[src/rtl/rscg_pkg.sv]
// ----------------------------------------------------------------------------
// rscg_pkg
// Shared widths, configuration register codes and types of the rotation
// source coordinate generator.
// ----------------------------------------------------------------------------
package rscg_pkg;

  // Largest destination dimension handled by the scan counters.
  localparam int MAX_DIM   = 4096;
  localparam int CNT_W     = $clog2(MAX_DIM);      // counter / dst coordinate width
  localparam int DIM_W     = 13;                   // width of the size registers
  localparam int COEF_W    = 12;                   // Q10 coefficient width
  localparam int Q_SHIFT   = 10;                   // fractional bits of the coefficients
  localparam int OFS_W     = CNT_W + 1;            // centred destination offset
  localparam int PROD_W    = OFS_W + COEF_W;       // one product
  localparam int SUM_W     = PROD_W + 1;           // sum of two products
  localparam int XS_W      = SUM_W - Q_SHIFT + 2;  // full precision source coordinate
  localparam int SRC_CW    = 14;                   // reported source coordinate width
  localparam int CFG_IDX_W = 3;

  localparam logic [DIM_W-1:0] MAX_DIM_V = DIM_W'(MAX_DIM);

  typedef enum logic [CFG_IDX_W-1:0] {
    CFG_COS   = 3'd0,
    CFG_SIN   = 3'd1,
    CFG_SRC_W = 3'd2,
    CFG_SRC_H = 3'd3,
    CFG_DST_W = 3'd4,
    CFG_DST_H = 3'd5
  } cfg_idx_e;

  // Working configuration, destination sizes already clamped.
  typedef struct packed {
    logic signed [COEF_W-1:0] cos_q10;
    logic signed [COEF_W-1:0] sin_q10;
    logic        [DIM_W-1:0]  src_width;
    logic        [DIM_W-1:0]  src_height;
    logic        [DIM_W-1:0]  dst_w_eff;
    logic        [DIM_W-1:0]  dst_h_eff;
  } cfg_t;

  // Current scan position handed from the counter to the multiply stage.
  typedef struct packed {
    logic [CNT_W-1:0] col;
    logic [CNT_W-1:0] row;
    logic             last_col;
    logic             last_row;
  } pos_t;

  // Payload of the multiply stage register.
  typedef struct packed {
    logic [CNT_W-1:0]         col;
    logic [CNT_W-1:0]         row;
    logic                     last;
    logic signed [PROD_W-1:0] p_xc;
    logic signed [PROD_W-1:0] p_ys;
    logic signed [PROD_W-1:0] p_xs;
    logic signed [PROD_W-1:0] p_yc;
  } prod_t;

  // A size of zero acts as one, a size above the counter range as the maximum.
  function automatic logic [DIM_W-1:0] eff_dim(input logic [DIM_W-1:0] d);
    logic [DIM_W-1:0] r;
    if (d == '0) begin
      r = DIM_W'(1);
    end else if (d > MAX_DIM_V) begin
      r = MAX_DIM_V;
    end else begin
      r = d;
    end
    return r;
  endfunction

endpackage

[src/rtl/rscg_scan_counter.sv]
// ----------------------------------------------------------------------------
// rscg_scan_counter
// Raster scan position over the destination frame, column fastest.
// ----------------------------------------------------------------------------
module rscg_scan_counter (
  input  logic                          clk_i,
  input  logic                          rst_ni,
  input  logic                          advance_i,
  input  logic                          restart_i,
  input  logic [rscg_pkg::DIM_W-1:0]    dst_w_i,
  input  logic [rscg_pkg::DIM_W-1:0]    dst_h_i,
  output rscg_pkg::pos_t                pos_o
);

  logic [rscg_pkg::CNT_W-1:0] col_q, col_d;
  logic [rscg_pkg::CNT_W-1:0] row_q, row_d;
  logic [rscg_pkg::CNT_W-1:0] cur_col, cur_row;
  logic                       last_col, last_row;

  // A restart takes effect on the transfer that carries it.
  assign cur_col = restart_i ? '0 : col_q;
  assign cur_row = restart_i ? '0 : row_q;

  // A counter at or past the last position counts as at the last one.
  assign last_col = {1'b0, cur_col} >= (dst_w_i - rscg_pkg::DIM_W'(1));
  assign last_row = {1'b0, cur_row} >= (dst_h_i - rscg_pkg::DIM_W'(1));

  always_comb begin
    col_d = col_q;
    row_d = row_q;
    if (advance_i) begin
      if (last_col) begin
        col_d = '0;
        row_d = last_row ? '0 : cur_row + rscg_pkg::CNT_W'(1);
      end else begin
        col_d = cur_col + rscg_pkg::CNT_W'(1);
        row_d = cur_row;
      end
    end
  end

  always_ff @(posedge clk_i or negedge rst_ni) begin
    if (!rst_ni) begin
      col_q <= '0;
      row_q <= '0;
    end else begin
      col_q <= col_d;
      row_q <= row_d;
    end
  end

  assign pos_o.col      = cur_col;
  assign pos_o.row      = cur_row;
  assign pos_o.last_col = last_col;
  assign pos_o.last_row = last_row;

endmodule

[src/rtl/rscg_mult_stage.sv]
// ----------------------------------------------------------------------------
// rscg_mult_stage
// Centres the destination position and registers the four Q10 products.
// ----------------------------------------------------------------------------
module rscg_mult_stage (
  input  logic                 clk_i,
  input  logic                 rst_ni,
  input  logic                 load_i,
  input  logic                 downstream_ready_i,
  input  rscg_pkg::pos_t       pos_i,
  input  rscg_pkg::cfg_t       cfg_i,
  output logic                 ready_o,
  output logic                 valid_o,
  output rscg_pkg::prod_t      prod_o
);

  logic                                 valid_q, valid_d;
  rscg_pkg::prod_t                      prod_q, prod_d;
  logic signed [rscg_pkg::OFS_W-1:0]    xd, yd;

  assign ready_o = !valid_q || downstream_ready_i;

  assign xd = $signed({1'b0, pos_i.col}) - $signed({1'b0, cfg_i.dst_w_eff[rscg_pkg::DIM_W-1:1]});
  assign yd = $signed({1'b0, pos_i.row}) - $signed({1'b0, cfg_i.dst_h_eff[rscg_pkg::DIM_W-1:1]});

  always_comb begin
    prod_d.col  = pos_i.col;
    prod_d.row  = pos_i.row;
    prod_d.last = pos_i.last_col && pos_i.last_row;
    prod_d.p_xc = rscg_pkg::PROD_W'(xd) * rscg_pkg::PROD_W'(cfg_i.cos_q10);
    prod_d.p_ys = rscg_pkg::PROD_W'(yd) * rscg_pkg::PROD_W'(cfg_i.sin_q10);
    prod_d.p_xs = rscg_pkg::PROD_W'(xd) * rscg_pkg::PROD_W'(cfg_i.sin_q10);
    prod_d.p_yc = rscg_pkg::PROD_W'(yd) * rscg_pkg::PROD_W'(cfg_i.cos_q10);
  end

  always_comb begin
    valid_d = valid_q;
    if (ready_o) begin
      valid_d = load_i;
    end
  end

  always_ff @(posedge clk_i or negedge rst_ni) begin
    if (!rst_ni) begin
      valid_q <= 1'b0;
    end else begin
      valid_q <= valid_d;
    end
  end

  always_ff @(posedge clk_i) begin
    if (load_i && ready_o) begin
      prod_q <= prod_d;
    end
  end

  assign valid_o = valid_q;
  assign prod_o  = prod_q;

endmodule

[src/rtl/rscg_output_stage.sv]
// ----------------------------------------------------------------------------
// rscg_output_stage
// Sums the products, floors by the Q10 scale, adds the source centre, checks
// the source bounds and holds the result for the output channel.
// ----------------------------------------------------------------------------
module rscg_output_stage (
  input  logic                                clk_i,
  input  logic                                rst_ni,
  input  logic                                load_i,
  input  rscg_pkg::prod_t                     prod_i,
  input  rscg_pkg::cfg_t                      cfg_i,
  output logic                                ready_o,
  input  logic                                out_ready_i,
  output logic                                out_valid_o,
  output logic [rscg_pkg::CNT_W-1:0]          dst_col_o,
  output logic [rscg_pkg::CNT_W-1:0]          dst_row_o,
  output logic signed [rscg_pkg::SRC_CW-1:0]  src_x_o,
  output logic signed [rscg_pkg::SRC_CW-1:0]  src_y_o,
  output logic                                inside_res_o,
  output logic                                last_pixel_o
);

  localparam int XS_W = rscg_pkg::XS_W;
  localparam logic signed [XS_W-1:0] SAT_HI = XS_W'(2 ** (rscg_pkg::SRC_CW - 1) - 1);
  localparam logic signed [XS_W-1:0] SAT_LO = XS_W'(-(2 ** (rscg_pkg::SRC_CW - 1)));

  logic signed [rscg_pkg::SUM_W-1:0]           sum_x, sum_y;
  logic signed [rscg_pkg::SUM_W-rscg_pkg::Q_SHIFT-1:0] fl_x, fl_y;
  logic signed [XS_W-1:0]                      xs, ys, sw, sh, xs_sat, ys_sat;
  logic                                        in_bounds;
  logic                                        valid_q, valid_d;
  logic [rscg_pkg::CNT_W-1:0]                  col_q, row_q;
  logic signed [rscg_pkg::SRC_CW-1:0]          sx_q, sy_q;
  logic                                        inside_q, last_q;

  assign ready_o = !valid_q || out_ready_i;

  assign sum_x = rscg_pkg::SUM_W'(prod_i.p_xc) - rscg_pkg::SUM_W'(prod_i.p_ys);
  assign sum_y = rscg_pkg::SUM_W'(prod_i.p_xs) + rscg_pkg::SUM_W'(prod_i.p_yc);

  // Dropping the low bits of a two's complement value is a floor division.
  assign fl_x = sum_x[rscg_pkg::SUM_W-1:rscg_pkg::Q_SHIFT];
  assign fl_y = sum_y[rscg_pkg::SUM_W-1:rscg_pkg::Q_SHIFT];

  assign sw = $signed({{(XS_W - rscg_pkg::DIM_W){1'b0}}, cfg_i.src_width});
  assign sh = $signed({{(XS_W - rscg_pkg::DIM_W){1'b0}}, cfg_i.src_height});

  assign xs = XS_W'(fl_x) + $signed({{(XS_W - rscg_pkg::DIM_W + 1){1'b0}},
                                     cfg_i.src_width[rscg_pkg::DIM_W-1:1]});
  assign ys = XS_W'(fl_y) + $signed({{(XS_W - rscg_pkg::DIM_W + 1){1'b0}},
                                     cfg_i.src_height[rscg_pkg::DIM_W-1:1]});

  assign in_bounds = !xs[XS_W-1] && (xs < sw) && !ys[XS_W-1] && (ys < sh);

  always_comb begin
    xs_sat = xs;
    if (xs > SAT_HI) begin
      xs_sat = SAT_HI;
    end else if (xs < SAT_LO) begin
      xs_sat = SAT_LO;
    end
    ys_sat = ys;
    if (ys > SAT_HI) begin
      ys_sat = SAT_HI;
    end else if (ys < SAT_LO) begin
      ys_sat = SAT_LO;
    end
  end

  always_comb begin
    valid_d = valid_q;
    if (ready_o) begin
      valid_d = load_i;
    end
  end

  always_ff @(posedge clk_i or negedge rst_ni) begin
    if (!rst_ni) begin
      valid_q <= 1'b0;
    end else begin
      valid_q <= valid_d;
    end
  end

  always_ff @(posedge clk_i) begin
    if (load_i && ready_o) begin
      col_q    <= prod_i.col;
      row_q    <= prod_i.row;
      sx_q     <= xs_sat[rscg_pkg::SRC_CW-1:0];
      sy_q     <= ys_sat[rscg_pkg::SRC_CW-1:0];
      inside_q <= in_bounds;
      last_q   <= prod_i.last;
    end
  end

  assign out_valid_o  = valid_q;
  assign dst_col_o    = col_q;
  assign dst_row_o    = row_q;
  assign src_x_o      = sx_q;
  assign src_y_o      = sy_q;
  assign inside_res_o = inside_q;
  assign last_pixel_o = last_q;

endmodule

[src/rtl/rotation_source_coordinate_generator_core.sv]
// ----------------------------------------------------------------------------
// rotation_source_coordinate_generator_core
// Inverse mapping address generator for fixed point image rotation.
// ----------------------------------------------------------------------------
// Each transfer on the input channel asks for the next destination pixel of a
// raster scan; restart_i set on a transfer starts that pixel at (0,0). Each
// input transfer gives exactly one output transfer with the destination
// position, the rotated source coordinate, an inside flag for the source image
// and a mark on the last pixel of the frame, after which the scan wraps.
// The configuration channel writes the Q10 cosine and sine and the four image
// sizes; it is always ready. The user must write it only while the block is
// idle; the block itself does not enforce this. An item transferred on the
// input channel is registered in the multiply stage and then in the output
// register, which presents it on the output channel. Throughput is one item
// per cycle while the receiver does not stall, set by the two register
// stages: the multiply stage register holding four 13x12 bit products, and
// the output register after the sum, floor shift, centre add and bounds
// compare. When the receiver stalls, each stage holds its item; the input
// side keeps accepting until both stages are full, so a stall costs no
// throughput once released. Reset clears the scan to (0,0), empties both stages
// and loads the configuration with cosine 1024, sine 0 and all sizes 1.
// ----------------------------------------------------------------------------
module rotation_source_coordinate_generator_core (
  input  logic                                clk_i,
  input  logic                                rst_ni,
  // Configuration channel
  input  logic                                cfg_valid_i,
  output logic                                cfg_ready_o,
  input  logic [rscg_pkg::CFG_IDX_W-1:0]      cfg_index_i,
  input  logic [rscg_pkg::DIM_W-1:0]          cfg_data_i,
  // Input channel
  input  logic                                in_valid_i,
  output logic                                in_ready_o,
  input  logic                                restart_i,
  // Output channel
  output logic                                out_valid_o,
  input  logic                                out_ready_i,
  output logic [rscg_pkg::CNT_W-1:0]          dst_col_o,
  output logic [rscg_pkg::CNT_W-1:0]          dst_row_o,
  output logic signed [rscg_pkg::SRC_CW-1:0]  src_x_o,
  output logic signed [rscg_pkg::SRC_CW-1:0]  src_y_o,
  output logic                                inside_res_o,
  output logic                                last_pixel_o
);

  logic signed [rscg_pkg::COEF_W-1:0] cos_q, sin_q;
  logic [rscg_pkg::DIM_W-1:0]         src_w_q, src_h_q, dst_w_q, dst_h_q;
  rscg_pkg::cfg_t                     cfg;
  rscg_pkg::pos_t                     pos;
  rscg_pkg::prod_t                    prod;
  logic                               in_xfer;
  logic                               mul_valid, out_stage_ready;

  // Configuration registers. Writes beyond the register list are dropped.
  assign cfg_ready_o = 1'b1;

  always_ff @(posedge clk_i or negedge rst_ni) begin
    if (!rst_ni) begin
      cos_q   <= rscg_pkg::COEF_W'(1024);
      sin_q   <= '0;
      src_w_q <= rscg_pkg::DIM_W'(1);
      src_h_q <= rscg_pkg::DIM_W'(1);
      dst_w_q <= rscg_pkg::DIM_W'(1);
      dst_h_q <= rscg_pkg::DIM_W'(1);
    end else if (cfg_valid_i && cfg_ready_o) begin
      unique case (cfg_index_i)
        rscg_pkg::CFG_COS:   cos_q   <= cfg_data_i[rscg_pkg::COEF_W-1:0];
        rscg_pkg::CFG_SIN:   sin_q   <= cfg_data_i[rscg_pkg::COEF_W-1:0];
        rscg_pkg::CFG_SRC_W: src_w_q <= cfg_data_i;
        rscg_pkg::CFG_SRC_H: src_h_q <= cfg_data_i;
        rscg_pkg::CFG_DST_W: dst_w_q <= cfg_data_i;
        rscg_pkg::CFG_DST_H: dst_h_q <= cfg_data_i;
        default: ;
      endcase
    end
  end

  // Destination sizes are clamped once here for both the counter and the
  // centring offsets.
  assign cfg.cos_q10    = cos_q;
  assign cfg.sin_q10    = sin_q;
  assign cfg.src_width  = src_w_q;
  assign cfg.src_height = src_h_q;
  assign cfg.dst_w_eff  = rscg_pkg::eff_dim(dst_w_q);
  assign cfg.dst_h_eff  = rscg_pkg::eff_dim(dst_h_q);

  assign in_xfer = in_valid_i && in_ready_o;

  rscg_scan_counter u_scan (
    .clk_i     (clk_i),
    .rst_ni    (rst_ni),
    .advance_i (in_xfer),
    .restart_i (restart_i),
    .dst_w_i   (cfg.dst_w_eff),
    .dst_h_i   (cfg.dst_h_eff),
    .pos_o     (pos)
  );

  rscg_mult_stage u_mult (
    .clk_i              (clk_i),
    .rst_ni             (rst_ni),
    .load_i             (in_valid_i),
    .downstream_ready_i (out_stage_ready),
    .pos_i              (pos),
    .cfg_i              (cfg),
    .ready_o            (in_ready_o),
    .valid_o            (mul_valid),
    .prod_o             (prod)
  );

  rscg_output_stage u_out (
    .clk_i        (clk_i),
    .rst_ni       (rst_ni),
    .load_i       (mul_valid),
    .prod_i       (prod),
    .cfg_i        (cfg),
    .ready_o      (out_stage_ready),
    .out_ready_i  (out_ready_i),
    .out_valid_o  (out_valid_o),
    .dst_col_o    (dst_col_o),
    .dst_row_o    (dst_row_o),
    .src_x_o      (src_x_o),
    .src_y_o      (src_y_o),
    .inside_res_o (inside_res_o),
    .last_pixel_o (last_pixel_o)
  );

  // A restarting transfer always enters the pipeline at pixel (0,0).
  assert property (@(posedge clk_i) disable iff (!rst_ni)
    in_xfer && restart_i |=> mul_valid && prod.col == '0 && prod.row == '0)
    else $error("restart did not start the scan at the origin");

  // The input side only stalls when both stages hold an item and the
  // receiver is not taking one.
  assert property (@(posedge clk_i) disable iff (!rst_ni)
    !in_ready_o |-> mul_valid && out_valid_o && !out_ready_i)
    else $error("input stalled with room in the pipeline");

  // An item in the multiply stage moves on whenever the output stage has room.
  assert property (@(posedge clk_i) disable iff (!rst_ni)
    mul_valid && out_stage_ready |=> out_valid_o)
    else $error("item lost between the stages");

  // After the last pixel of the frame the scan wraps to the origin.
  assert property (@(posedge clk_i) disable iff (!rst_ni)
    in_xfer && pos.last_col && pos.last_row |=> prod.col == '0 && prod.row == '0 ||
      !in_valid_i || restart_i || !in_ready_o || pos.col == '0 && pos.row == '0)
    else $error("scan did not wrap after the last pixel");

endmodule
[config.mk]
export PLATFORM = sky130hd
export DESIGN_NAME = rotation_source_coordinate_generator_core
export DESIGN_NICKNAME = d
export VERILOG_FILES = /design/src/rtl/rscg_pkg.sv /design/src/rtl/rscg_scan_counter.sv /design/src/rtl/rscg_mult_stage.sv /design/src/rtl/rscg_output_stage.sv /design/src/rtl/rotation_source_coordinate_generator_core.sv
export SDC_FILE = /design/constraint.sdc
export NUM_CORES = 2
export LEC_CHECK = 0
export ABC_AREA = 0
export BUFFER_PORTS_ARGS = -buffer_cell sky130_fd_sc_hd__buf_2
export CAP_MARGIN = 5
export CELL_PAD_IN_SITES_DETAIL_PLACEMENT = 0
export CELL_PAD_IN_SITES_GLOBAL_PLACEMENT = 1
export CORE_MARGIN = 1.5
export CORE_UTILIZATION = 47
export CTS_CLUSTER_DIAMETER = 100
export DETAILED_ROUTE_END_ITERATION = 8
export GPL_ROUTABILITY_DRIVEN = 0
export GPL_TIMING_DRIVEN = 0
export PLACE_DENSITY_LB_ADDON = 0.1
export SLEW_MARGIN = 20
export SYNTH_ARGS = -nofsm -noshare
export SYNTH_HDL_FRONTEND = slang
export SYNTH_SLANG_ARGS = --single-unit
[constraint.sdc]
create_clock -name clk_i -period 7.5 [get_ports clk_i]
set_clock_uncertainty 0.05 [all_clocks]
set_input_delay 1.5 -clock clk_i [delete_from_list [all_inputs] [get_ports clk_i]]
set_output_delay 1.5 -clock clk_i [all_outputs]
set_load 0.02 [all_outputs]
# [Yosys cells after proc, flatten, opt, wreduce, memory -nomap -nowiden]
# Index checks and enable logic that the tools add are counted.
[word_totals] ff_bits=281 elab_cells=84
[op_classes] n_mul=4 addsub=10 magnitude_cmp=10 reduce_logical=21 n_eq_ne=5 muxes=11
[ops] op="13-bit by 12-bit multiplier with 25-bit output" count=4
[ops] op="12-bit two-way mux" count=5
[ops] op="13-bit two-way mux" count=4
[ops] op="16-bit by 13-bit adder with 17-bit output" count=2
[ops] op="17-bit by 14-bit greater-than comparator with 1-bit output, second input constant" count=2
[ops] op="17-bit by 14-bit < comparator with 1-bit output" count=2
[ops] op="17-bit by 14-bit < comparator with 1-bit output, second input constant" count=2
[ops] op="14-bit two-way mux" count=2
[ops] op="25-bit by 25-bit adder with 26-bit output" count=1
[ops] op="12-bit by 13-bit >= comparator with 1-bit output" count=2
[ops] op="13-bit greater-than comparator, second input constant" count=2
[ops] op="13-bit logical NOT" count=2
[ops] op="12-bit by 12-bit subtractor with 13-bit output" count=2
[ops] op="13-bit by 1-bit subtractor with 13-bit output, second input constant" count=2
[ops] op="25-bit by 25-bit subtractor with 26-bit output" count=1
[ops] op="12-bit by 1-bit adder with 12-bit output, second input constant" count=2
[ops] op="2-bit AND reduction" count=6
[ops] op="3-bit by 2-bit == test with 1-bit output, second input constant" count=2
[ops] op="3-bit == test, second input constant" count=2
[ops] op="1-bit logical AND" count=6
[ops] op="1-bit logical NOT" count=4
[ops] op="3-bit by 1-bit == test with 1-bit output, second input constant" count=1
[ops] op="3-bit logical NOT" count=1
[ops] op="1-bit logical OR" count=2

# [Logic depth before layout (Yosys ltp)]
[logic_depth] depth_word=7 ltp_mapped=37 mapped_depth_nobuf=34

# [Cells and area by module]
# From an unflattened synthesis, not the netlist that was laid out.
[hier_totals] cells_unflattened=4374 hier_area_um2=41518.6
[by_module_without_submodules] module="rscg_mult_stage" cells_per_inst=3157 instances=1 seq_area_each_um2=3778.6 area_per_inst_um2=29624.7
[by_module_without_submodules] module="rscg_output_stage" cells_per_inst=710 instances=1 seq_area_each_um2=1646.6 area_per_inst_um2=6180.9
[by_module_without_submodules] module="rotation_source_coordinate_generator_core" cells_per_inst=203 instances=1 seq_area_each_um2=1908.1 area_per_inst_um2=3144.3
[by_module_without_submodules] module="rscg_scan_counter" cells_per_inst=304 instances=1 seq_area_each_um2=600.6 area_per_inst_um2=2568.7

# [Least setup slack after synthesis]
# Ideal clock, no wire load.
[synth_timing] path_type="input to register" startpoint="input port restart_i" endpoint="register u_mult.prod_q (netlist bit u_mult.prod_o[74]) (data pin)" path_stages=32 path_slack_ns=-1.644 setup_ns=0.260 required_time_ns=7.190 t_arrival_ns=8.834 cell_sequence="clkbuf_1 clkbuf_1 nor2b_1 ha_1 a21boi_1 o21ai_0 nand2b_1 a21o_1 a21o_1 a311o_1 a21oi_1 clkbuf_1 and3b_1 fa_1 inv_1 fa_1 fa_1 inv_1 fa_1 inv_1 fa_1 inv_1 ha_1 or2_2 o31a_1 o211ai_1 a31oi_1 o21a_1 o41ai_1 o2111ai_1 a21oi_1 xnor2_1"
[synth_rtl] element="start: declaration" line_no="rotation_source_coordinate_generator_core.sv:34" text="input logic restart_i,"
[synth_rtl] element="end signal: assignment" line_no="rscg_mult_stage.sv:53" text="prod_q <= prod_d;"
[synth_rtl] element="end: declaration" line_no="rscg_mult_stage.sv:18" text="rscg_pkg::prod_t prod_q, prod_d;"

==> metrics <==
die area 86,800 um^2; DRC 0; number of synthesized register bits approximately 280; number of rows created at floorplan 106; type of the most critical hold path reg2reg; post-route minimum period 8.68 ns; HPWL after detailed placement 94,300 um; worst-case headroom to the max-slew limit 14.5%; post-synth top area share 29.9%; wire length of the first global-routing pass 184,000 um; clock slew seen by the registers of the worst setup and hold paths 0.06 ns; number of buffers on the longest clock path 3; crit path DAT 8.91 ns; total core area 84,000 um^2; transition time at the pin with the least slew margin 1.28 ns; async set-or-reset flop fraction in the synthesized netlist between 30% and 40%; highest net fanout along the worst path 10; synthesized instance count 4,169; clock latency reported for the late side of the worst-skew pair between 0.6 and 0.7 ns; number of H-tree levels 1; kind of launch point of the worst setup path input pin; global route overflow 0; vias approximately 30,000; result of the run finished with violations; CTS tree built; violations in the final reports setup timing; total detailed-routing wirelength between 100,000 and 150,000 um; cts hold-fix bufs 0; Critical Path RT 7.73 ns; TritonCTS sink count roughly 280; Post-synth EDFFs 179; post-DR vias/cell 5.32; Fmax achieved 115 MHz; pre-CTS setup slack -3.22 ns; die height about 290 um; via count of the first global-routing pass 30,400; hold violation total from the final report 0; Synth cell types 105; register area share after synthesis between 10% and 20%; wire length per cell around 22 um; fill count 7,480; Initial DRT Pass Iterations 5; Slew Limit Fails 0; I/O pin total 79; Die Width 295 um; most used flip-flop cell after synthesis sky130_fd_sc_hd__edfxtp_1; Synth-to-Final Area Change 21.0%; number of nets produced by synthesis just over 5,000; Starting Density 47.6%; critical path start-end classification in2reg; layout net count 5,454; library cell occupying the most area in the post-synthesis netlist sky130_fd_sc_hd__fa_1; cell chosen for the clock root sky130_fd_sc_hd__clkbuf_16; number of antenna violations at the first check in global routing 11; max-capacitance violation count 0; leading cell types by total area after synthesis sky130_fd_sc_hd__fa_1 (30%), sky130_fd_sc_hd__edfxtp_1 (13%), sky130_fd_sc_hd__ha_1 (11%), sky130_fd_sc_hd__inv_1 (7.9%), sky130_fd_sc_hd__dfrtp_1 (6.1%); number of I/O port buffers 77; maximum number of pins on one net before global-route repair 59; synthesized area divided by synthesized cell count 9.59 um^2; number of nets still failing antenna checks after routing 0; RSZ-0062 raised after global routing yes; count of endpoints failing setup in the final report 48; GRT Resource Usage Total 28.6%; category of the worst setup path capture point register; most frequent standard cell in the layout excluding fill and tap cells sky130_fd_sc_hd__inv_1; number of buffers created by CTS 30; worst reg2reg path depth 35; top library cells by usage in the layout, fill and taps aside sky130_fd_sc_hd__inv_1 (790), sky130_fd_sc_hd__fa_1 (582), sky130_fd_sc_hd__nand2_1 (375); post-route fraction of the period consumed by the critical path 116%; number of DRC markers in iteration 0 between 1,500 and 2,000; instance count along the most critical hold path 0; layout cells sized above 1 20.0%; post-route setup slack -1.18 ns; Syn Std Cell Area 40,000 um^2; Yosys Warn Count 0
through the flow:
stage          TNS (ns)  cells  hold slack (ns)  utilization (%)  area [um^2]
6_report         -28.80   5641            0.368             57.6        48400
5_1_grt          -39.19   5636            0.372             57.6        48300
4_1_cts          -20.40   5558            0.369             55.6        46700
3_5_place_dp    -129.65   5384            0.355             50.7        42600
3_3_place_gp    -182.00   5380            0.351             50.6        42500
2_1_floorplan    -11.36   4169            0.350                -        40700
worst paths after layout:
check | from | endpoint | slack [ns]
setup / recovery | restart_i | u_mult.prod_o[74] | -1.18
min in group asynchronous | rst_ni | u_scan.row_q[3] | 0.80
hold reg to reg | u_mult.prod_o[116] | u_out.dst_col_o[3] | 0.37
hold / removal | u_mult.prod_o[116] | u_out.dst_col_o[3] | 0.37
max in group asynchronous | rst_ni | src_h_q[0] | 5.84
setup reg to reg | dst_h_q[12] | u_mult.prod_o[74] | -1.01
cells in the mapped netlist (all sizes together) (15+ instances only):
library cell,n
and2,247
or3,18
o211ai,20
fa,596
nor4,15
xnor2,132
mux2,67
nand2b,51
nor2,174
nor2b,109
a21o,67
o31ai,16
inv,839
ha,358
nand2,403
and3,22
a211oi,17
o21ai,93
nand4,21
clkbuf,147
edfxtp,179
nand3,48
nand3b,15
nor3,49
o21a,30
xor2,41
a21boi,15
dfrtp,97
a21oi,100
layout make-up:
class | count | area (um^2) | area share [%]
diodes | 5 | 12.5 | 0.0259
plain buffers | 155 | 1170 | 2.42
clock buffers | 35 | 779 | 1.61
clock inverters | 21 | 223 | 0.461
inverters | 842 | 3220 | 6.65
multi-input cells | 2888 | 31100 | 64.3
flip-flops and latches | 281 | 7940 | 16.4
well taps | 1134 | 1420 | 2.93
repair buffers | 280 | 2500 | 5.17
per-layer routing:
| layer | track usage (%) | share of wire, % | vias up |
|---|---|---|---|
| li1 | - | - | 13800 |
| met1 | 38.9 | 43 | 15100 |
| met2 | 46.6 | 47 | 876 |
| met3 | 4.03 | 6.5 | 182 |
| met4 | 10.3 | 4.2 | 2 |
| met5 | 0 | 0.0099 | - |
what timing repair did:
item / in CTS / in global routing
cloned: 2 / 0
buffers inserted: 120 / 86
endpoints found under the setup margin: 70 / 57
resized for setup: 384 / 245
pin swaps: 175 / 202
critical path: stages:
cell	delay (ns)
sky130_fd_sc_hd__buf_16	0.13
sky130_fd_sc_hd__clkbuf_16	0.17
sky130_fd_sc_hd__nor2b_1	0.56
sky130_fd_sc_hd__ha_1	0.46
sky130_fd_sc_hd__and2_1	0.24
sky130_fd_sc_hd__a311o_2	0.48
sky130_fd_sc_hd__a21oi_4	0.17
sky130_fd_sc_hd__clkbuf_8	0.15
sky130_fd_sc_hd__and3b_1	0.18
sky130_fd_sc_hd__fa_1	0.53
sky130_fd_sc_hd__inv_2	0.04
sky130_fd_sc_hd__fa_1	0.48
sky130_fd_sc_hd__fa_1	0.53
sky130_fd_sc_hd__inv_2	0.04
sky130_fd_sc_hd__fa_1	0.51
sky130_fd_sc_hd__inv_2	0.04
sky130_fd_sc_hd__fa_1	0.51
sky130_fd_sc_hd__inv_2	0.05
sky130_fd_sc_hd__ha_4	0.16
sky130_fd_sc_hd__or3_4	0.33
sky130_fd_sc_hd__o211ai_1	0.17
sky130_fd_sc_hd__buf_4	0.17
sky130_fd_sc_hd__a31oi_4	0.08
sky130_fd_sc_hd__o21a_1	0.24
sky130_fd_sc_hd__o41ai_4	0.36
sky130_fd_sc_hd__o2111ai_2	0.18
sky130_fd_sc_hd__a21oi_4	0.24
sky130_fd_sc_hd__xnor2_4	0.17
registers in the layout, summed over array words and instances (netlist names):
| signal | flops |
|---|---|
| cos_q | 12 |
| src_h_q | 13 |
| sin_q | 12 |
| u_out.out_valid_o | 1 |
| u_out.src_y_o | 14 |
| dst_w_q | 13 |
| u_out.last_pixel_o | 1 |
| u_mult.valid_o | 1 |
| u_mult.prod_o | 125 |
| u_out.inside_res_o | 1 |
| u_out.dst_col_o | 12 |
| src_w_q | 13 |
| u_scan.row_q | 12 |
| u_scan.col_q | 12 |
| u_out.src_x_o | 14 |
| dst_h_q | 13 |
| u_out.dst_row_o | 12 |
logic make-up (layout without fill, tap and decap cells):
| group | count (synthesis) | after routing | synth area share [%] |
|---|---|---|---|
| compound gates | 458 | 458 | 7.99 |
| mux | 76 | 76 | 2.11 |
| fa+ha+maj | 955 | 955 | 41.1 |
| xor+xnor | 173 | 173 | 3.79 |
| other cells | 1 | 6 | 0.00938 |
| buf+inv | 1000 | 1333 | 9.53 |
| flops | 281 | 281 | 19.9 |
| simple gates | 1225 | 1225 | 15.6 |
Power is left out: the tool's default activity adds up to more than one toggle a clock period on the data nets, which glitch-free logic cannot reach.
